===== src/sdx_pkg.sv =====
// ----------------------------------------------------------------------------
// sdx_pkg
// shared types, constants and the letter code table of the soundex encoder
// ----------------------------------------------------------------------------
package sdx_pkg;

    localparam int unsigned CODE_LENGTH_DEF = 4;
    localparam int unsigned OUT_DIGITS      = 3;

    typedef logic [2:0] code_t;
    typedef logic [6:0] ascii_t;

    localparam ascii_t EMPTY_CHAR = 7'd48;
    localparam code_t  CODE_NONE  = 3'd0;

    typedef struct packed {
        logic   is_letter;
        ascii_t upper;
        code_t  code;
    } letter_info_t;

    function automatic code_t letter_code(input logic [4:0] idx);
        code_t code;
        case (idx) inside
            5'd1, 5'd5, 5'd15, 5'd21:                       code = 3'd1;
            5'd2, 5'd6, 5'd9, 5'd10, 5'd16, 5'd18, 5'd23, 5'd25: code = 3'd2;
            5'd3, 5'd19:                                    code = 3'd3;
            5'd11:                                          code = 3'd4;
            5'd12, 5'd13:                                   code = 3'd5;
            5'd17:                                          code = 3'd6;
            default:                                        code = CODE_NONE;
        endcase
        return code;
    endfunction

endpackage


===== src/sdx_if.sv =====
// ----------------------------------------------------------------------------
// sdx_if
// valid/ready channels of the soundex encoder: name bytes in, codes out
// ----------------------------------------------------------------------------
interface sdx_char_if;
    logic       valid;
    logic       ready;
    logic [7:0] char_in;
    logic       has_char;
    logic       end_of_name;

    modport source (output valid, output char_in, output has_char, output end_of_name,
                    input ready);
    modport sink   (input valid, input char_in, input has_char, input end_of_name,
                    output ready);
endinterface

interface sdx_code_if;
    logic               valid;
    logic               ready;
    sdx_pkg::ascii_t    first_char;
    sdx_pkg::code_t     digit_one;
    sdx_pkg::code_t     digit_two;
    sdx_pkg::code_t     digit_three;

    modport source (output valid, output first_char, output digit_one, output digit_two,
                    output digit_three, input ready);
    modport sink   (input valid, input first_char, input digit_one, input digit_two,
                    input digit_three, output ready);
endinterface


===== src/sdx_letter_map.sv =====
// ----------------------------------------------------------------------------
// sdx_letter_map
// classifies one byte: ascii letter check, uppercase form and phonetic code
// ----------------------------------------------------------------------------
module sdx_letter_map (
    input  logic [7:0]            char_byte,
    output sdx_pkg::letter_info_t info
);
    import sdx_pkg::*;

    logic       is_lower;
    logic       is_upper;
    logic [7:0] up_byte;
    logic [7:0] idx_byte;

    always_comb
    begin
        is_lower = (char_byte >= 8'h61) && (char_byte <= 8'h7A);
        is_upper = (char_byte >= 8'h41) && (char_byte <= 8'h5A);
        up_byte  = is_lower ? (char_byte - 8'd32) : char_byte;
        idx_byte = up_byte - 8'h41;

        info.is_letter = is_lower || is_upper;
        info.upper     = up_byte[6:0];
        info.code      = letter_code(idx_byte[4:0]);
    end

endmodule


===== src/soundex_encoder_unit.sv =====
// ----------------------------------------------------------------------------
// soundex_encoder_unit
// streaming soundex encoder: name bytes in, one four-character code per name
// ----------------------------------------------------------------------------
// chars carries one byte per transaction with has_char and end_of_name;
// bytes that are not ascii letters are dropped. a transaction with
// end_of_name set closes the name (its byte, if has_char, counts first) and
// one transaction on codes follows: the uppercased first letter ('0' for a
// name without letters) and three digits, zero padded.
// throughput: one byte transaction per cycle while chars is ready; the name
// registers take each accepted byte through the letter table.
// the code is valid in the cycle after the closing byte is taken.
// the code sits in a one-entry result register; chars stays ready while that
// register is empty or being drained in the same cycle, so a stalled codes
// sink holds off chars only when a finished code is still waiting.
// reset clears the name registers and the result valid flag; no clearing
// pass is needed.
// ----------------------------------------------------------------------------
module soundex_encoder_unit #(
    parameter int unsigned CODE_LENGTH = sdx_pkg::CODE_LENGTH_DEF
) (
    input  logic           clk,
    input  logic           rst_n,
    sdx_char_if.sink       chars,
    sdx_code_if.source     codes
);
    import sdx_pkg::*;

    localparam int unsigned MAX_DIGITS  = CODE_LENGTH - 1;
    localparam int unsigned KEPT_DIGITS = (MAX_DIGITS < OUT_DIGITS) ? MAX_DIGITS : OUT_DIGITS;
    localparam int unsigned CNT_W       = $clog2(KEPT_DIGITS + 1);
    localparam logic [CNT_W-1:0] CNT_FULL = CNT_W'(KEPT_DIGITS);

    letter_info_t info;

    logic                          letter_seen_reg, letter_seen_next;
    ascii_t                        first_letter_reg, first_letter_next;
    code_t                         previous_code_reg, previous_code_next;
    logic [CNT_W-1:0]              digit_count_reg, digit_count_next;
    code_t [KEPT_DIGITS-1:0]       digit_store_reg, digit_store_next;

    logic                          out_valid_reg;
    ascii_t                        first_char_reg;
    code_t [OUT_DIGITS-1:0]        digits_reg;
    code_t [OUT_DIGITS-1:0]        digits_pad;
    ascii_t                        first_res;
    logic                          take;

    sdx_letter_map u_letter_map (
        .char_byte (chars.char_in),
        .info      (info)
    );

    assign chars.ready = !out_valid_reg || codes.ready;
    assign take        = chars.valid && chars.ready;

    // name update for the byte on the channel
    always_comb
    begin
        letter_seen_next   = letter_seen_reg;
        first_letter_next  = first_letter_reg;
        previous_code_next = previous_code_reg;
        digit_count_next   = digit_count_reg;
        digit_store_next   = digit_store_reg;
        if (chars.has_char && info.is_letter)
        begin
            if (!letter_seen_reg)
            begin
                letter_seen_next  = 1'b1;
                first_letter_next = info.upper;
            end
            else if (info.code != CODE_NONE && info.code != previous_code_reg &&
                     digit_count_reg != CNT_FULL)
            begin
                for (int k = 0; k < KEPT_DIGITS; k++)
                begin
                    if (digit_count_reg == CNT_W'(k))
                    begin
                        digit_store_next[k] = info.code;
                    end
                end
                digit_count_next = digit_count_reg + 1'b1;
            end
            previous_code_next = info.code;
        end
    end

    always_comb
    begin
        digits_pad = '0;
        for (int k = 0; k < KEPT_DIGITS; k++)
        begin
            digits_pad[k] = digit_store_next[k];
        end
        first_res = letter_seen_next ? first_letter_next : EMPTY_CHAR;
    end

    always_ff @(posedge clk or negedge rst_n)
    begin
        if (!rst_n)
        begin
            letter_seen_reg   <= 1'b0;
            first_letter_reg  <= '0;
            previous_code_reg <= CODE_NONE;
            digit_count_reg   <= '0;
            digit_store_reg   <= '0;
        end
        else if (take)
        begin
            if (chars.end_of_name)
            begin
                letter_seen_reg   <= 1'b0;
                first_letter_reg  <= '0;
                previous_code_reg <= CODE_NONE;
                digit_count_reg   <= '0;
                digit_store_reg   <= '0;
            end
            else
            begin
                letter_seen_reg   <= letter_seen_next;
                first_letter_reg  <= first_letter_next;
                previous_code_reg <= previous_code_next;
                digit_count_reg   <= digit_count_next;
                digit_store_reg   <= digit_store_next;
            end
        end
    end

    always_ff @(posedge clk or negedge rst_n)
    begin
        if (!rst_n)
        begin
            out_valid_reg <= 1'b0;
        end
        else if (take && chars.end_of_name)
        begin
            out_valid_reg <= 1'b1;
        end
        else if (codes.ready)
        begin
            out_valid_reg <= 1'b0;
        end
    end

    // result payload
    always_ff @(posedge clk)
    begin
        if (take && chars.end_of_name)
        begin
            first_char_reg <= first_res;
            digits_reg     <= digits_pad;
        end
    end

    assign codes.valid       = out_valid_reg;
    assign codes.first_char  = first_char_reg;
    assign codes.digit_one   = digits_reg[0];
    assign codes.digit_two   = digits_reg[1];
    assign codes.digit_three = digits_reg[2];

`ifndef SYNTHESIS
    a_end_gives_code: assert property (@(posedge clk) disable iff (!rst_n)
        take && chars.end_of_name |=> codes.valid)
        else $error("closing transaction gave no code");

    a_end_clears_name: assert property (@(posedge clk) disable iff (!rst_n)
        take && chars.end_of_name |=> !letter_seen_reg && digit_count_reg == '0)
        else $error("name registers not cleared after closing transaction");

    a_count_bound: assert property (@(posedge clk) disable iff (!rst_n)
        digit_count_reg <= CNT_FULL)
        else $error("digit count past its limit");

    a_empty_no_digits: assert property (@(posedge clk) disable iff (!rst_n)
        codes.valid && codes.first_char == EMPTY_CHAR |->
            codes.digit_one == CODE_NONE && codes.digit_two == CODE_NONE &&
            codes.digit_three == CODE_NONE)
        else $error("digits present in a code without letters");

    a_digit_order: assert property (@(posedge clk) disable iff (!rst_n)
        codes.valid && codes.digit_two != CODE_NONE |-> codes.digit_one != CODE_NONE)
        else $error("digit gap in code");
`endif

endmodule


===== src/flat_wrapper.sv =====
// flat-port wrapper written by rule: the top's interface ports become plain ports
module soundex_encoder_unit_flat import sdx_pkg::*;
#(
    parameter int unsigned CODE_LENGTH = sdx_pkg::CODE_LENGTH_DEF
)
  (clk, rst_n, chars_valid, chars_char_in, chars_has_char, chars_end_of_name, chars_ready, codes_valid, codes_first_char, codes_digit_one, codes_digit_two, codes_digit_three, codes_ready);
  sdx_char_if chars_i ();
  sdx_code_if codes_i ();
  input  logic clk;
  input  logic rst_n;
  input wire logic [$bits(chars_i.valid)-1:0] chars_valid;
  input wire logic [$bits(chars_i.char_in)-1:0] chars_char_in;
  input wire logic [$bits(chars_i.has_char)-1:0] chars_has_char;
  input wire logic [$bits(chars_i.end_of_name)-1:0] chars_end_of_name;
  output wire logic [$bits(chars_i.ready)-1:0] chars_ready;
  output wire logic [$bits(codes_i.valid)-1:0] codes_valid;
  output wire logic [$bits(codes_i.first_char)-1:0] codes_first_char;
  output wire logic [$bits(codes_i.digit_one)-1:0] codes_digit_one;
  output wire logic [$bits(codes_i.digit_two)-1:0] codes_digit_two;
  output wire logic [$bits(codes_i.digit_three)-1:0] codes_digit_three;
  input wire logic [$bits(codes_i.ready)-1:0] codes_ready;
  assign chars_i.valid = chars_valid;
  assign chars_i.char_in = chars_char_in;
  assign chars_i.has_char = chars_has_char;
  assign chars_i.end_of_name = chars_end_of_name;
  assign chars_ready = chars_i.ready;
  assign codes_valid = codes_i.valid;
  assign codes_first_char = codes_i.first_char;
  assign codes_digit_one = codes_i.digit_one;
  assign codes_digit_two = codes_i.digit_two;
  assign codes_digit_three = codes_i.digit_three;
  assign codes_i.ready = codes_ready;
  soundex_encoder_unit #(.CODE_LENGTH(CODE_LENGTH)) u_core (.clk(clk), .rst_n(rst_n), .chars(chars_i), .codes(codes_i));
endmodule

===== config.mk =====
export PLATFORM = sky130hd
export DESIGN_NAME = soundex_encoder_unit_flat
export DESIGN_NICKNAME = d
export VERILOG_FILES = /design/src/sdx_pkg.sv /design/src/sdx_if.sv /design/src/sdx_letter_map.sv /design/src/soundex_encoder_unit.sv /design/src/flat_wrapper.sv
export SDC_FILE = /design/constraint.sdc
export NUM_CORES = 1
export LEC_CHECK = 0
export BUFFER_PORTS_ARGS = -buffer_cell sky130_fd_sc_hd__buf_2
export CORE_ASPECT_RATIO = 0.6
export CORE_UTILIZATION = 40
export DETAILED_ROUTE_END_ITERATION = 12
export GPL_TIMING_DRIVEN = 0
export PLACE_DENSITY_LB_ADDON = 0.3
export SLEW_MARGIN = 20
export SYNTH_ARGS = -nofsm -noshare
export SYNTH_HDL_FRONTEND = slang
export SYNTH_HIERARCHICAL = 1
export SYNTH_SLANG_ARGS = --single-unit

===== constraint.sdc =====
create_clock -name clk -period 2.7 [get_ports clk]
set_clock_uncertainty 0.15 [all_clocks]
set_input_delay 0.135 -clock clk [delete_from_list [all_inputs] [get_ports clk]]
set_output_delay 0.135 -clock clk [all_outputs]
set_load 0.01 [all_outputs]

Word level (Yosys, flattened, before mapping):

Cells that the tools add are included.

* add/subtract/negate cells: 3
* $lt $le $gt $ge: 4
* equal/unequal tests: 22
* mux-type cells: 27
* reduce and logical (&&, ||, !) cells: 22

Operators with widths (number)
* 9-bit 2-to-1 mux: 4
* 5-bit equality test (second input constant): 7
* 3-bit 2-to-1 mux: 11
* 5-bit by 4-bit equality test with 1-bit output (second input constant): 6
* 7-bit 2-to-1 mux: 4
* 8-bit by 7-bit greater-or-equal comparator with 1-bit output (second input constant): 2
* 8-bit by 7-bit <= comparator with 1-bit output (second input constant): 2
* 5-bit by 2-bit equality test with 1-bit output (second input constant): 2
* 5-bit by 3-bit equality test with 1-bit output (second input constant): 2
* 2-bit 2-to-1 mux: 4
* 2-bit nonzero test: 4
* 8-bit OR reduction: 1
* 1-bit logical AND: 7
* 7-bit by 6-bit subtractor with 7-bit output (second input constant): 1
* 5-bit by 1-bit equality test with 1-bit output (second input constant): 1
* 5-bit by 1-bit subtractor with 5-bit output (second input constant): 1
* 1-bit 2-to-1 mux: 4
* 4-bit AND reduction: 1
* 2-bit OR reduction: 2
* 4-bit OR reduction: 1
* 3-bit inequality test: 1
* 3-bit nonzero test: 1
* 2-bit by 1-bit adder with 2-bit output (second input constant): 1
* 2-bit by 1-bit equality test with 1-bit output (second input constant): 1
* 6 further kinds: 7

* register bits: 39
* input port bits: 14
* output and inout bits: 18
* logic and storage cells: 90

Depth between registers and ports, before layout:

* depth after elaboration: 18
* depth in mapped cells: 9
* gate-level depth less buffers: 9

Cells and area by module:

Netlist, hierarchy kept.

Modules (own cells, without submodules)
* soundex_encoder_unit: times used 1, cells an instance 167, area each 1946.9 sq um, seq. area each 1056.0 sq um
* sdx_letter_map: times used 1, cells an instance 41, area each 281.5 sq um, seq. area each 0.0 sq um

Least setup slack after synthesis:

OpenSTA, ideal clock, no wires.

* path kind: input-to-reg
* start: input port chars_char_in[4]
* end: register u_core.digits_reg, in the netlist u_core/codes.digit_two[0] (data pin)
* setup time: 0.260 ns
* arrival time: 1.840 ns
* data required time: 2.290 ns
* path slack: 0.450 ns
* stages on the path: 8
* buffers on the path: 2
* cell sequence: buf_2 -> nand3b_1 -> o21ai_0 -> xnor2_1 -> and3_4 -> buf_6 -> nor2_4 -> mux2_2

RTL lines
* start, declared: RTL line flat_wrapper.sv:12 `input wire logic [$bits(chars_i.char_in)-1:0] chars_char_in;`
* end signal, assigned: RTL line soundex_encoder_unit.sv:151 `digits_reg <= digits_pad;`
* end, declared: RTL line soundex_encoder_unit.sv:44 `code_t [OUT_DIGITS-1:0] digits_reg;`

==> results.ini <==
[status]
outcome=complete, no violations

[layout]
area.growth.synth_to_final_pct=15.3
largest_reg_flops=9
fin_cells=313
finish.instance_area_um2=2570
final_nets=265
drive_above_1_share_pct=28.3
antenna-diode-count=0

[logic_synthesis]
synth_compound_gate_area_share_pct=21.4
adder_cell_share_of_the_synthesized_area_pct=2.81
postSynthCellCount=208
synthXorXnorAreaFrac_pct=1.18
post_synth_instance_area_um2=2230
post_synthesis_average_cell_area_um2=10.7
synth_top_family_by_area=compound AO/OA/AOI/OAI gates
postSynthRegisterBits=39
synth_top_cells_by_count=sky130_fd_sc_hd__dfrtp_1 (23), sky130_fd_sc_hd__nand2_1 (17), sky130_fd_sc_hd__o21ai_0 (17), sky130_fd_sc_hd__edfxtp_1 (16), sky130_fd_sc_hd__inv_1 (14)
synthDominantCellAreaShare_pct=25.8
yosysMostFrequentCell=sky130_fd_sc_hd__dfrtp_1
synth_top_cells_by_area=sky130_fd_sc_hd__dfrtp_1 (26%), sky130_fd_sc_hd__edfxtp_1 (22%), sky130_fd_sc_hd__o21ai_0 (3.8%)
yosys_most_used_dff=sky130_fd_sc_hd__dfrtp_1
share_of_async_settable_or_async_resettable_flops_after_synthesis_pct=59.0
synth_top_area_cell=sky130_fd_sc_hd__dfrtp_1
synth_simple_gate_area_share_pct=16.6
ys.warnings.count=6
synth-seq-area-share_pct=47.4
post_synth_mux_area_share_pct=3.54
number_of_enable_flip_flop_cells_after_synthesis=16
synthesis.nets=227
netlist-cell-type-count=48

[floorplanning]
initial_core_util_pct=42.8
num_io_pins=32
fp-row-count=20
die_height_um=59.8
core-area_um2=5200
die-area_um2=5880
die_w_um=98.4

[drt]
drt-vias-per-instance=5.66
first_iter_violations=112
postRouteWirelength_um=5180
final_antenna_net_count=0
detailedRoute.firstPassIterationCount=6
wl_per_cell_um=16.5
drcViolationCount=0
vias=1772

[timing]
final_min_period_over_clock_period_pct=96.2
timing_max_transition_violations_final=0
setup-violations-final=0
fin_ws_ns=0.102
actual_slew_at_the_worst_max_slew_pin_ns=1.14
slew-limit-headroom_pct=23.3
rsz_0062_raised_after_global_routing=no
report.final.hold_viol_count=0
fmax_mhz=385
finalWorstPathRequiredPeriod_ns=2.60

[clocking]
register_clock_pin_slew_on_the_reported_worst_setup_and_hold_paths_ns=0.08
clock_sinks=39
clk_latency_ns=0.29
cts.htree.levels=2
tritoncts_clock_tree=done
cts_made_buffers=5
clock_path_buffers=2
clk_root_buffer_cell=sky130_fd_sc_hd__clkbuf_8

[min_path]
min-delay-start=chars_char_in[4]
hold_depth=3
worst_hold_path_type=in2reg
hold_end=u_core/first_letter_reg[4]

[global_route]
gr-usage-all-layers_pct=19.2
grt_start_max_net_pins=24
global_route_wire_length_before_repair_um=8540
globalRouteOverflowTotal=0
vias_in_the_first_global_route=1672
antenna_found_initial=0

[flow_run]
cap_viol_max_count=0

[critical_path]
r2r.worst_path.cells=5
path_cells=buf_2 > inv_1 > nor2_2 > o21ai_0 > xnor2_1 > and3_4 > buf_6 > nor2_4 > mux2_2
cp.buffers_inverters=3
worst-endpoint-arrival_ns=2.49
setup.worst_path.class=in2reg
setup.worst_path.start_class=primary input
crit_family=compound AO/OA/AOI/OAI gates
setup.worst_path.end_class=register
cp_required_ns=2.59
worstPathMaxFanout=9
reg2reg_slack_ns=0.47
worst_path_largest_cell_delay_ns=0.89
cpMaxStageDelayCell=sky130_fd_sc_hd__o21ai_0
reg_to_reg_critical_path_startpoint=u_core/digit_count_reg[0]
regToRegEndpoint=u_core/codes.digit_two[2]

[power_and_ir_drop]
p_leak_nw=1.12
p_total_w=0.00172
power.ir.vdd_worst_mv=0.322
pwr_per_cell_area_nw_per_um2=668

[placed_design]
hpwlAfterDp_um=3800
gp_routability_congestion=0.787
dp.cells=302
port-buffer-count=28
post_dp_cell_area_um2=2450
dp_worst_setup_slack_ns=-0.0992

==> stage by stage <==
step / utilization (%) / TNS [ns] / hold slack, ns
after global placement: 47.1 / -0.978 / -0.000326
final: 49.4 / 0 / 0.0117
after floorplan: - / 0 / -0.311
after global routing: 49.4 / 0 / 0.00962
after detailed placement: 47.1 / -0.615 / -0.00199
after CTS: 49.4 / 0 / 0.00131
==> area by class of cell <==
class / instances / area, µm²
Tap cell: 66 / 82.6
Fill cell: 492 / 2640
Multi-Input combinational cell: 140 / 1020
Timing Repair Buffer: 31 / 170
Inverter: 15 / 56.3
Clock buffer: 6 / 72.6
Clock inverter: 2 / 12.5
Buffer: 14 / 101
Sequential cell: 39 / 1060
==> worst reg2reg max path: stages, from the launching register on <==
cell and delay (ns):
sky130_fd_sc_hd__dfrtp_1 0.44, sky130_fd_sc_hd__ha_1 0.22, sky130_fd_sc_hd__and4b_1 0.35, sky130_fd_sc_hd__nand3_1 0.24, sky130_fd_sc_hd__nor2_4 0.23, sky130_fd_sc_hd__mux2_2 0.36
==> layer usage <==
metal	track usage (%)	vias to the layer above	wire (µm)
met4	2.56	0	13
met3	5.38	2	321
met2	27.4	58	2180
met5	0	-	0
li1	-	854	-
met1	29.3	858	2670
==> cell families (layout without fill, tap and decap cells) <==
logic type               Yosys count  in the layout
AO/OA/AOI/OAI                     63             63
XOR/XNOR                           3              3
adder cells (fa/ha/maj)            5              5
buffers and inverters             29             68
flip-flops                        39             39
multiplexers                       7              7
AND/OR/NAND/NOR                   62             62
==> timing repair <==
| action | 4_1_cts | 5_1_grt |
|---|---|---|
| setup buffers | 0 | 0 |
| endpoints found under the hold margin | 26 | 0 |
| resized for setup | 0 | 0 |
| hold buffers | 3 | 0 |
| setup endpoints to repair | 0 | 0 |
==> worst max-delay path by stage <==
stage / from / to / cells past startpoint
2_1_floorplan: chars_char_in[4] / u_core/codes.digit_two[0] / 8
4_1_cts: chars_char_in[4] / u_core/codes.digit_two[0] / 8
6_report: chars_char_in[0] / u_core/codes.digit_two[2] / 9
5_1_grt: chars_char_in[0] / u_core/codes.digit_two[0] / 9
3_5_place_dp: chars_char_in[4] / u_core/codes.digit_two[0] / 8
3_3_place_gp: chars_char_in[4] / u_core/codes.digit_one[1] / 8
==> power breakdown <==
group / switching (W) / leakage [nW] / internal (W)
Clock: 0.000204 / 0.0412 / 0.000181
Sequential: 0.0000863 / 0.452 / 0.000755
Combinational: 0.000265 / 0.627 / 0.000226
==> placed cells by master (no fill, tap or decap), types with 2 or more instances in the layout <==
cell	netlist	routed
sky130_fd_sc_hd__nor2_4	3	3
sky130_fd_sc_hd__nand3b_1	2	2
sky130_fd_sc_hd__clkbuf_1	2	3
sky130_fd_sc_hd__nand3_1	8	8
sky130_fd_sc_hd__mux2_2	7	7
sky130_fd_sc_hd__buf_2	3	31
sky130_fd_sc_hd__edfxtp_1	16	16
sky130_fd_sc_hd__nor3_2	2	2
sky130_fd_sc_hd__a21oi_1	4	4
sky130_fd_sc_hd__a22oi_1	9	9
sky130_fd_sc_hd__ha_1	5	5
sky130_fd_sc_hd__nand2_1	17	17
sky130_fd_sc_hd__nor3_1	2	2
sky130_fd_sc_hd__buf_6	3	3
sky130_fd_sc_hd__a22o_1	5	5
sky130_fd_sc_hd__buf_4	6	6
sky130_fd_sc_hd__and4_2	2	2
sky130_fd_sc_hd__o211a_1	7	7
sky130_fd_sc_hd__o21ai_0	17	17
sky130_fd_sc_hd__a221o_1	6	6
sky130_fd_sc_hd__nor2_2	1	2
sky130_fd_sc_hd__nand4_1	3	3
sky130_fd_sc_hd__dfrtp_1	23	23
sky130_fd_sc_hd__nor2b_1	3	3
sky130_fd_sc_hd__inv_1	14	14
sky130_fd_sc_hd__o311ai_1	3	3
sky130_fd_sc_hd__o311ai_0	3	3
sky130_fd_sc_hd__xnor2_1	3	3
sky130_fd_sc_hd__clkbuf_8	0	5
sky130_fd_sc_hd__dlygate4sd3_1	0	3
sky130_fd_sc_hd__nor2_1	10	9
Power figures use the tool's default switching activity.
